$ cat config.mk
export PLATFORM = sky130hd
export DESIGN_NAME = strongly_connected_components_top
export DESIGN_NICKNAME = d
export VERILOG_FILES = /design/src/hw/rtl/scc_pkg.sv /design/src/hw/rtl/scc_datapath.sv /design/src/hw/rtl/scc_controller.sv /design/src/hw/rtl/strongly_connected_components_top.sv
export SDC_FILE = /design/constraint.sdc
export NUM_CORES = 2
export LEC_CHECK = 0
export BUFFER_PORTS_ARGS = -buffer_cell sky130_fd_sc_hd__clkbuf_2
export CORE_MARGIN = 2
export CORE_UTILIZATION = 35
export CTS_BUF_LIST = sky130_fd_sc_hd__clkbuf_8
export DETAILED_ROUTE_END_ITERATION = 16
export GPL_ROUTABILITY_DRIVEN = 0
export GPL_TIMING_DRIVEN = 1
export SETUP_SLACK_MARGIN = 0.4
export SYNTH_ARGS = -nofsm -noshare
export SYNTH_HDL_FRONTEND = slang
export SYNTH_SLANG_ARGS = --single-unit
$ cat constraint.sdc
create_clock -name clk -period 4.6 [get_ports clk]
set_input_delay 0.46 -clock clk [delete_from_list [all_inputs] [get_ports clk]]
set_output_delay 0.46 -clock clk [all_outputs]
set_load 0.005 [all_outputs]
$ cat src/hw/rtl/scc_pkg.sv
// Shared constants, codes and controller/datapath interface types for the SCC block.
package scc_pkg;

    localparam int MAX_VERTICES_DEF = 32;
    localparam int FIELD_VERTICES   = 32;
    localparam int VERTEX_W         = 5;
    localparam int COUNT_W          = 6;
    localparam int MODE_W           = 2;

    localparam logic [MODE_W-1:0] MODE_ADD   = 2'd0;
    localparam logic [MODE_W-1:0] MODE_RUN   = 2'd1;
    localparam logic [MODE_W-1:0] MODE_CLEAR = 2'd2;

    // Datapath operation issued by the controller each cycle
    typedef enum logic [3:0] {
        OP_NONE,
        OP_ADD_RD,
        OP_ADD_WR,
        OP_CLEAR,
        OP_RUN_INIT,
        OP_P1_START,
        OP_P1_STEP,
        OP_POPW,
        OP_P2_INIT,
        OP_P2_POP,
        OP_P2_CHK,
        OP_P2_STEP,
        OP_FINISH
    } op_t;

    typedef struct packed {
        op_t op;
    } cmd_t;

    // Datapath status seen by the controller
    typedef struct packed {
        logic n_zero;
        logic start_done;
        logic start_vis;
        logic found;
        logic depth_one;
        logic fc_zero;
        logic chk_vis;
        logic pend_vld;
        logic out_free;
    } status_t;

endpackage

$ cat src/hw/rtl/scc_datapath.sv
// Datapath: adjacency memories, stacks, visited marks and result registers.
module scc_datapath
    import scc_pkg::*;
#(
    parameter int MAX_VERTICES = MAX_VERTICES_DEF
)
(
    input  logic                clk,
    input  logic                rst_n,
    input  cmd_t                cmd,
    output status_t             status,
    input  logic [VERTEX_W-1:0] from_vertex,
    input  logic [VERTEX_W-1:0] to_vertex,
    input  logic                cfg_we,
    input  logic [COUNT_W-1:0]  cfg_data,
    output logic                out_valid,
    input  logic                out_ready,
    output logic [VERTEX_W-1:0] vertex,
    output logic                component_end,
    output logic                run_done
);

    localparam int AW    = $clog2(MAX_VERTICES);
    localparam int DW    = $clog2(MAX_VERTICES + 1);
    localparam int LIMIT = (MAX_VERTICES < FIELD_VERTICES) ? MAX_VERTICES : FIELD_VERTICES;

    typedef logic [MAX_VERTICES-1:0] row_t;

    // storage
    row_t             fwd_mem [MAX_VERTICES];
    row_t             rev_mem [MAX_VERTICES];
    logic [AW-1:0]    walk_mem [MAX_VERTICES];
    logic [AW-1:0]    fin_mem  [MAX_VERTICES];

    logic [COUNT_W-1:0] vc_reg;
    row_t               fv_reg, rv_reg, visited_reg;
    logic [DW-1:0]      start_reg, depth_reg, fc_reg;
    logic [AW-1:0]      cur_reg;
    logic               pass2_reg;
    logic [VERTEX_W-1:0] from_reg, to_reg;
    row_t               fwd_rd_reg, rev_rd_reg;
    logic               fwd_vq_reg, rev_vq_reg;
    logic [AW-1:0]      walk_rd_reg, fin_rd_reg;
    logic               pend_vld_reg, pend_cend_reg;
    logic [AW-1:0]      pend_vtx_reg;
    logic               out_valid_reg, out_cend_reg, out_done_reg;
    logic [VERTEX_W-1:0] out_vtx_reg;

    logic [DW-1:0] n_cnt, depth_m1, depth_m2, fc_m1;
    row_t          usable, graph_row, cand;
    logic [AW-1:0] next_vtx, g_addr, fwd_addr, rev_addr;
    logic          found, g_re, produce, load_out, add_ok;
    logic [AW-1:0] prod_vtx;
    op_t           op;

    function automatic logic [AW-1:0] lowest_index(input row_t bits);
        logic [AW-1:0] idx;
        idx = '0;
        for (int i = MAX_VERTICES - 1; i >= 0; i--) begin
            if (bits[i]) begin
                idx = AW'(i);
            end
        end
        return idx;
    endfunction

    assign op = cmd.op;

    // effective vertex count and usable mask
    assign n_cnt = ({1'b0, vc_reg} > 7'(LIMIT)) ? DW'(LIMIT) : DW'(vc_reg);

    always_comb
    begin
        for (int i = 0; i < MAX_VERTICES; i++) begin
            usable[i] = (DW'(i) < n_cnt);
        end
    end

    // next unvisited neighbor of the current vertex
    assign graph_row = pass2_reg ? (rev_vq_reg ? rev_rd_reg : '0)
                                 : (fwd_vq_reg ? fwd_rd_reg : '0);
    assign cand     = graph_row & usable & ~visited_reg;
    assign found    = |cand;
    assign next_vtx = lowest_index(cand);
    assign depth_m1 = depth_reg - DW'(1);
    assign depth_m2 = depth_reg - DW'(2);
    assign fc_m1    = fc_reg - DW'(1);

    // graph row read address
    always_comb
    begin
        g_addr = next_vtx;
        g_re   = 1'b1;
        unique case (op)
            OP_P1_START: g_addr = start_reg[AW-1:0];
            OP_POPW:     g_addr = walk_rd_reg;
            OP_P2_CHK:   g_addr = fin_rd_reg;
            OP_ADD_RD, OP_P1_STEP, OP_P2_STEP: g_addr = next_vtx;
            default:     g_re = 1'b0;
        endcase
    end

    assign fwd_addr = (op == OP_ADD_RD) ? AW'(from_vertex) : g_addr;
    assign rev_addr = (op == OP_ADD_RD) ? AW'(to_vertex) : g_addr;
    assign add_ok   = (int'(from_reg) < MAX_VERTICES) && (int'(to_reg) < MAX_VERTICES);

    // result production in the second pass
    assign produce  = (op == OP_P2_CHK) || (op == OP_P2_STEP && found);
    assign prod_vtx = (op == OP_P2_CHK) ? fin_rd_reg : next_vtx;
    assign load_out = pend_vld_reg && (produce || op == OP_FINISH);

    // memories and payload registers
    always_ff @(posedge clk)
    begin
        if (g_re) begin
            fwd_rd_reg <= fwd_mem[fwd_addr];
            rev_rd_reg <= rev_mem[rev_addr];
            fwd_vq_reg <= fv_reg[fwd_addr];
            rev_vq_reg <= rv_reg[rev_addr];
        end
        if (op == OP_ADD_RD) begin
            from_reg <= from_vertex;
            to_reg   <= to_vertex;
        end
        if (op == OP_ADD_WR && add_ok) begin
            fwd_mem[AW'(from_reg)] <= (fwd_vq_reg ? fwd_rd_reg : '0) | (row_t'(1) << to_reg);
            rev_mem[AW'(to_reg)]   <= (rev_vq_reg ? rev_rd_reg : '0) | (row_t'(1) << from_reg);
        end
        // walk stack
        if ((op == OP_P1_START && !visited_reg[start_reg[AW-1:0]])) begin
            walk_mem[0] <= start_reg[AW-1:0];
            cur_reg     <= start_reg[AW-1:0];
        end else if (op == OP_P2_CHK) begin
            walk_mem[0] <= fin_rd_reg;
            cur_reg     <= fin_rd_reg;
        end else if ((op == OP_P1_STEP || op == OP_P2_STEP) && found) begin
            walk_mem[depth_reg[AW-1:0]] <= next_vtx;
            cur_reg                     <= next_vtx;
        end else if (op == OP_POPW) begin
            cur_reg <= walk_rd_reg;
        end
        if ((op == OP_P1_STEP || op == OP_P2_STEP) && !found && depth_reg != DW'(1)) begin
            walk_rd_reg <= walk_mem[depth_m2[AW-1:0]];
        end
        // finish order stack
        if (op == OP_P1_STEP && !found) begin
            fin_mem[fc_reg[AW-1:0]] <= cur_reg;
        end
        if (op == OP_P2_POP) begin
            fin_rd_reg <= fin_mem[fc_m1[AW-1:0]];
        end
        if (produce) begin
            pend_vtx_reg <= prod_vtx;
        end
        if (load_out) begin
            out_vtx_reg  <= VERTEX_W'(pend_vtx_reg);
            out_cend_reg <= pend_cend_reg || (op == OP_FINISH);
            out_done_reg <= (op == OP_FINISH);
        end
    end

    // control registers
    always_ff @(posedge clk or negedge rst_n)
    begin
        if (!rst_n) begin
            vc_reg        <= COUNT_W'(FIELD_VERTICES);
            fv_reg        <= '0;
            rv_reg        <= '0;
            visited_reg   <= '0;
            start_reg     <= '0;
            depth_reg     <= '0;
            fc_reg        <= '0;
            pass2_reg     <= 1'b0;
            pend_vld_reg  <= 1'b0;
            pend_cend_reg <= 1'b0;
            out_valid_reg <= 1'b0;
        end else begin
            if (cfg_we) begin
                vc_reg <= cfg_data;
            end
            if (load_out) begin
                out_valid_reg <= 1'b1;
            end else if (out_ready) begin
                out_valid_reg <= 1'b0;
            end
            unique case (op)
                OP_ADD_WR:
                begin
                    if (add_ok) begin
                        fv_reg[AW'(from_reg)] <= 1'b1;
                        rv_reg[AW'(to_reg)]   <= 1'b1;
                    end
                end
                OP_CLEAR:
                begin
                    fv_reg <= '0;
                    rv_reg <= '0;
                end
                OP_RUN_INIT:
                begin
                    visited_reg  <= '0;
                    start_reg    <= '0;
                    depth_reg    <= '0;
                    fc_reg       <= '0;
                    pass2_reg    <= 1'b0;
                    pend_vld_reg <= 1'b0;
                end
                OP_P1_START:
                begin
                    if (visited_reg[start_reg[AW-1:0]]) begin
                        start_reg <= start_reg + DW'(1);
                    end else begin
                        visited_reg[start_reg[AW-1:0]] <= 1'b1;
                        depth_reg <= DW'(1);
                    end
                end
                OP_P1_STEP:
                begin
                    if (found) begin
                        visited_reg[next_vtx] <= 1'b1;
                        depth_reg <= depth_reg + DW'(1);
                    end else begin
                        depth_reg <= depth_m1;
                        fc_reg    <= fc_reg + DW'(1);
                        if (depth_reg == DW'(1)) begin
                            start_reg <= start_reg + DW'(1);
                        end
                    end
                end
                OP_P2_INIT:
                begin
                    visited_reg <= '0;
                    pass2_reg   <= 1'b1;
                end
                OP_P2_POP:
                begin
                    fc_reg <= fc_m1;
                end
                OP_P2_CHK:
                begin
                    visited_reg[fin_rd_reg] <= 1'b1;
                    depth_reg     <= DW'(1);
                    pend_vld_reg  <= 1'b1;
                    pend_cend_reg <= 1'b0;
                end
                OP_P2_STEP:
                begin
                    if (found) begin
                        visited_reg[next_vtx] <= 1'b1;
                        depth_reg     <= depth_reg + DW'(1);
                        pend_vld_reg  <= 1'b1;
                        pend_cend_reg <= 1'b0;
                    end else begin
                        depth_reg <= depth_m1;
                        if (depth_reg == DW'(1)) begin
                            pend_cend_reg <= 1'b1;
                        end
                    end
                end
                OP_FINISH:
                begin
                    pend_vld_reg <= 1'b0;
                end
                default:
                begin
                end
            endcase
        end
    end

    // status back to the controller
    always_comb
    begin
        status.n_zero     = (n_cnt == '0);
        status.start_done = (start_reg >= n_cnt);
        status.start_vis  = visited_reg[start_reg[AW-1:0]];
        status.found      = found;
        status.depth_one  = (depth_reg == DW'(1));
        status.fc_zero    = (fc_reg == '0);
        status.chk_vis    = visited_reg[fin_rd_reg];
        status.pend_vld   = pend_vld_reg;
        status.out_free   = !out_valid_reg || out_ready;
    end

    assign out_valid     = out_valid_reg;
    assign vertex        = out_vtx_reg;
    assign component_end = out_cend_reg;
    assign run_done      = out_done_reg;

endmodule

$ cat src/hw/rtl/scc_controller.sv
// Controller: sequences edge loading, clearing and the two search passes.
module scc_controller
    import scc_pkg::*;
(
    input  logic              clk,
    input  logic              rst_n,
    input  logic              in_valid,
    output logic              in_ready,
    input  logic [MODE_W-1:0] mode,
    input  status_t           status,
    output cmd_t              cmd
);

    typedef enum logic [10:0] {
        ST_IDLE     = 11'b00000000001,
        ST_ADD_WR   = 11'b00000000010,
        ST_P1_START = 11'b00000000100,
        ST_P1_ROW   = 11'b00000001000,
        ST_P1_POPW  = 11'b00000010000,
        ST_P2_INIT  = 11'b00000100000,
        ST_P2_POP   = 11'b00001000000,
        ST_P2_CHK   = 11'b00010000000,
        ST_P2_ROW   = 11'b00100000000,
        ST_P2_POPW  = 11'b01000000000,
        ST_FINISH   = 11'b10000000000
    } state_t;

    state_t state_reg, state_next;
    logic   blocked;

    assign in_ready = (state_reg == ST_IDLE);
    assign blocked  = status.pend_vld && !status.out_free;

    // next state and datapath op
    always_comb
    begin
        state_next = state_reg;
        cmd.op     = OP_NONE;
        unique case (state_reg)
            ST_IDLE:
            begin
                if (in_valid) begin
                    priority if (mode == MODE_ADD) begin
                        cmd.op     = OP_ADD_RD;
                        state_next = ST_ADD_WR;
                    end else if (mode == MODE_CLEAR) begin
                        cmd.op = OP_CLEAR;
                    end else if (mode == MODE_RUN && !status.n_zero) begin
                        cmd.op     = OP_RUN_INIT;
                        state_next = ST_P1_START;
                    end else begin
                        // unused mode or empty run: beat taken, nothing to do
                        cmd.op = OP_NONE;
                    end
                end
            end
            ST_ADD_WR:
            begin
                cmd.op     = OP_ADD_WR;
                state_next = ST_IDLE;
            end
            ST_P1_START:
            begin
                if (status.start_done) begin
                    state_next = ST_P2_INIT;
                end else begin
                    cmd.op     = OP_P1_START;
                    state_next = status.start_vis ? ST_P1_START : ST_P1_ROW;
                end
            end
            ST_P1_ROW:
            begin
                cmd.op = OP_P1_STEP;
                priority if (status.found) begin
                    state_next = ST_P1_ROW;
                end else if (status.depth_one) begin
                    state_next = ST_P1_START;
                end else begin
                    state_next = ST_P1_POPW;
                end
            end
            ST_P1_POPW:
            begin
                cmd.op     = OP_POPW;
                state_next = ST_P1_ROW;
            end
            ST_P2_INIT:
            begin
                cmd.op     = OP_P2_INIT;
                state_next = ST_P2_POP;
            end
            ST_P2_POP:
            begin
                if (status.fc_zero) begin
                    state_next = ST_FINISH;
                end else begin
                    cmd.op     = OP_P2_POP;
                    state_next = ST_P2_CHK;
                end
            end
            ST_P2_CHK:
            begin
                if (status.chk_vis) begin
                    state_next = ST_P2_POP;
                end else if (!blocked) begin
                    cmd.op     = OP_P2_CHK;
                    state_next = ST_P2_ROW;
                end
            end
            ST_P2_ROW:
            begin
                priority if (status.found) begin
                    if (!blocked) begin
                        cmd.op = OP_P2_STEP;
                    end
                end else if (status.depth_one) begin
                    cmd.op     = OP_P2_STEP;
                    state_next = ST_P2_POP;
                end else begin
                    cmd.op     = OP_P2_STEP;
                    state_next = ST_P2_POPW;
                end
            end
            ST_P2_POPW:
            begin
                cmd.op     = OP_POPW;
                state_next = ST_P2_ROW;
            end
            ST_FINISH:
            begin
                if (!status.pend_vld) begin
                    state_next = ST_IDLE;
                end else if (status.out_free) begin
                    cmd.op     = OP_FINISH;
                    state_next = ST_IDLE;
                end
            end
            default:
            begin
                state_next = ST_IDLE;
            end
        endcase
    end

    always_ff @(posedge clk or negedge rst_n)
    begin
        if (!rst_n) begin
            state_reg <= ST_IDLE;
        end else begin
            state_reg <= state_next;
        end
    end

endmodule

$ cat src/hw/rtl/strongly_connected_components_top.sv
// Top level of the strongly connected components block (Kosaraju search).
//
//   channel  dir  handshake            beat
//   in       in   in_valid/in_ready    mode, from_vertex, to_vertex
//   out      out  out_valid/out_ready  vertex, component_end, run_done
//   cfg      in   cfg_we               cfg_data (vertex count)
//
// Add reads a row and then writes it back; clear and unused modes are done in the idle
// state. A run searches the vertices in two passes; a whole adjacency row comes from one
// registered read, so edges are not visited one at a time.
// Reset clears the valid bits of all rows at once; no clearing pass is needed.
// A full output register stalls the second pass; input is taken only when idle.
module strongly_connected_components_top
    import scc_pkg::*;
#(
    parameter int MAX_VERTICES = MAX_VERTICES_DEF
)
(
    input  logic                clk,
    input  logic                rst_n,
    input  logic                in_valid,
    output logic                in_ready,
    input  logic [MODE_W-1:0]   mode,
    input  logic [VERTEX_W-1:0] from_vertex,
    input  logic [VERTEX_W-1:0] to_vertex,
    output logic                out_valid,
    input  logic                out_ready,
    output logic [VERTEX_W-1:0] vertex,
    output logic                component_end,
    output logic                run_done,
    input  logic                cfg_we,
    input  logic [COUNT_W-1:0]  cfg_data
);

    cmd_t    cmd;
    status_t status;

    scc_controller u_ctrl (
        .clk      (clk),
        .rst_n    (rst_n),
        .in_valid (in_valid),
        .in_ready (in_ready),
        .mode     (mode),
        .status   (status),
        .cmd      (cmd)
    );

    scc_datapath #(
        .MAX_VERTICES (MAX_VERTICES)
    ) u_dp (
        .clk           (clk),
        .rst_n         (rst_n),
        .cmd           (cmd),
        .status        (status),
        .from_vertex   (from_vertex),
        .to_vertex     (to_vertex),
        .cfg_we        (cfg_we),
        .cfg_data      (cfg_data),
        .out_valid     (out_valid),
        .out_ready     (out_ready),
        .vertex        (vertex),
        .component_end (component_end),
        .run_done      (run_done)
    );

endmodule

==> flow_summary.json <==
{
  "final-setup-viol-count": 0,
  "netlist_area_um2": 105000,
  "cts_buffers": 417,
  "cp_top_family": "compound AO/OA/AOI/OAI gates",
  "routedWlPerCell_um": 27.9,
  "final_common_cell": "edfxtp_1",
  "crit_type": "reg -> reg",
  "design_area_um2": 124000,
  "grt_max_degree": 101,
  "wl_um": 341000,
  "cts_buffer_depth": 4,
  "period_minus_slack_ns": 4.34,
  "routed-via-count": 71100,
  "io_pins": 32,
  "slew-limit-headroom_pct": 9.43,
  "start_kind": "flop",
  "crit_start": "u_dp.fwd_vq_reg",
  "final.fill_count": 27000,
  "dpl-instance-area_um2": 114000,
  "layout_common_cells": "edfxtp_1, nand2_1, a21oi_1",
  "synth_flop_cell": "edfxtp_1",
  "ys_seq_area_share_pct": 73.7,
  "yosysWarnings": 0,
  "via_per_inst": 5.83,
  "timing.fmax_mhz": 230,
  "r2r_start": "u_dp.fwd_vq_reg",
  "end_kind": "flop",
  "first_pass_iters": 8,
  "drv_cap": 0,
  "die_h_um": 552,
  "path_cells": "buf_4 > nand2_1 > o21ai_0 > and2_1 > a2111oi_0 > o311ai_1 > nand4_1 > a21oi_2 > buf_4 > o21a_2 > nand3_2 > buf_4 > o22ai_1 > nor4_1",
  "clock_skew_ns": 0.111,
  "path_common_cell": "buf_4",
  "worstMarginPinSlew_ns": 1.36,
  "clk_pin_slew_worst_paths_ns": 0.07,
  "cts.sinks": 2606,
  "die-area_um2": 305000,
  "synthArstFlopShare_pct": 5.18,
  "synth_edf_count": 2471,
  "drive_above_1_share_pct": 18.2,
  "report.final.hold_viol_count": 0,
  "crit_path_max_fanout": 12,
  "core_area_um2": 300000,
  "clock_latency_ns": 1.07,
  "rsz0062_at_grt": "true",
  "grt_pass1_vias": 67300,
  "syn_area_per_cell_um2": 14.2,
  "cts_tree": "built",
  "start_util_pct": 35.1,
  "hp-class": "in -> reg",
  "cts_root_buf": "clkbuf_8",
  "h-tree-depth": 5,
  "period_share_pct": 94.4,
  "postRouteAntennaNets": 0,
  "crit_slowest_cell": "a2111oi_0",
  "synthCells": 7433,
  "synth.distinct_cells": 102,
  "arrival_ns": 5.17,
  "cpPeakStageDelay_ns": 0.72,
  "crit_required_ns": 5.43,
  "finalNetCount": 7959,
  "synthesis.nets": 7477,
  "route.detailed.drc": 0,
  "grt_first_pass_wirelength_um": 471000,
  "slew_viol_final": 0,
  "drtIter0Drc": 9316,
  "syn_to_final_growth_pct": 18.0,
  "overflow": 0,
  "rows": 201,
  "grt_usage_pct": 20.8,
  "place_hpwl_um": 177000,
  "fp.dieW_um": 552,
  "reg_top3": "u_dp.fwd_mem: 1024 flops, u_dp.rev_mem: 1024 flops",
  "min_from": "cfg_we",
  "critical_path_buf_inv_count": 3,
  "synth-seq-cells": 2606,
  "antenna_found_initial": 13,
  "portBuffers": 31,
  "status": "finished, final reports clean"
}
area by class of cell:
type / instances / area, um^2 / area share, %
antenna: 6 / 15.0 / 0.0121
clock buffer: 422 / 5810 / 4.67
clock inverter: 314 / 1620 / 1.30
inverter: 25 / 93.8 / 0.0755
multi-input combinational: 4290 / 26500 / 21.4
sequential: 2606 / 77600 / 62.4
tap: 3958 / 4950 / 3.99
timing repair buffer: 575 / 7620 / 6.14
cells in the mapped netlist (12+ instances only):
cell	n	area (um^2)
edfxtp_1	2471	74200
nand2_1	1264	4740
a21oi_1	1123	5620
a22oi_1	535	4020
o22ai_1	272	1700
buf_2	261	1310
nor2_1	203	762
clkbuf_1	158	593
o21ai_0	139	696
dfrtp_1	133	3330
mux4_2	110	2480
o21a_1	79	593
nor4_1	64	400
buf_4	59	443
nand3_1	51	255
nor3_1	36	180
inv_1	24	90.1
nand2b_1	24	150
buf_1	23	86.3
ha_1	21	263
nand3b_1	21	158
nor2b_1	21	131
mux2_2	19	214
a221oi_1	18	158
and3_1	18	113
mux2i_1	18	180
a31oi_1	16	100
nor4_2	13	163
buf_6	12	135
o31ai_1	12	90.1
or3_1	12	75.1
layer usage:
metal / track usage (%) / up-vias / part of all wire (%)
li1: - / 29800 / -
met1: 28.6 / 36000 / 39
met2: 32.3 / 4407 / 46
met3: 3.77 / 887 / 11
met4: 9.18 / 10 / 4.6
met5: 0 / - / 0.021
metrics by stage:
step,cells,setup TNS [ns],util (%),hold WS (ns),worst slack (ns)
2_1_floorplan,7433,-11.00,-,0.164,-0.167
3_3_place_gp,11300,0,37.9,0.460,0.144
3_5_place_dp,11300,0,37.9,0.475,0.0930
4_1_cts,12100,0,40.6,0.0533,0.372
5_1_grt,12200,0,41.5,0.0823,0.323
6_report,12200,0,41.5,0.0791,0.260
worst paths after layout:
check / cells after the start / end / slack (ns)
setup / recovery: 14 / u_dp.rev_rd_reg[29] / 0.26
hold / removal: 3 / u_dp.vc_reg[5] / 0.08
setup reg to reg: 14 / u_dp.rev_rd_reg[29] / 0.26
hold reg to reg: 1 / u_dp.fv_reg[15] / 0.49
max in group asynchronous: 3 / u_dp.vc_reg[0] / 3.29
min in group asynchronous: 2 / u_dp.fc_reg[2] / 0.13
worst min-delay path: cells and delay by family:
kind / cells / cell delay, ns
AOI/OAI and AO/OA: 1 / 0.12
buffers and inverters: 1 / 0.32
and+or+nand+nor: 1 / 0.15
logic make-up (layout without fill, tap and decap cells):
family,after synthesis,in the layout,synth area share (%)
flops,2606,2606,73.7
other cells,0,6,0
compound gates,2292,2292,13.2
fa+ha+maj,21,21,0.250
mux,147,147,2.73
buf+inv,538,1336,2.52
xor+xnor,10,10,0.0832
simple gates,1819,1820,7.52
repair_timing:
item                                    CTS  global route
setup buffers                            11            74
pin swaps                                 5            49
endpoints found under the setup margin   96           232
resized for setup                        25           172
hold buffers                             22             0
hold endpoints to repair                121             0
cloned                                    3            44
Power is not shown: default switching activity piles up to over one toggle a cycle in this logic, so the estimate is an artifact.
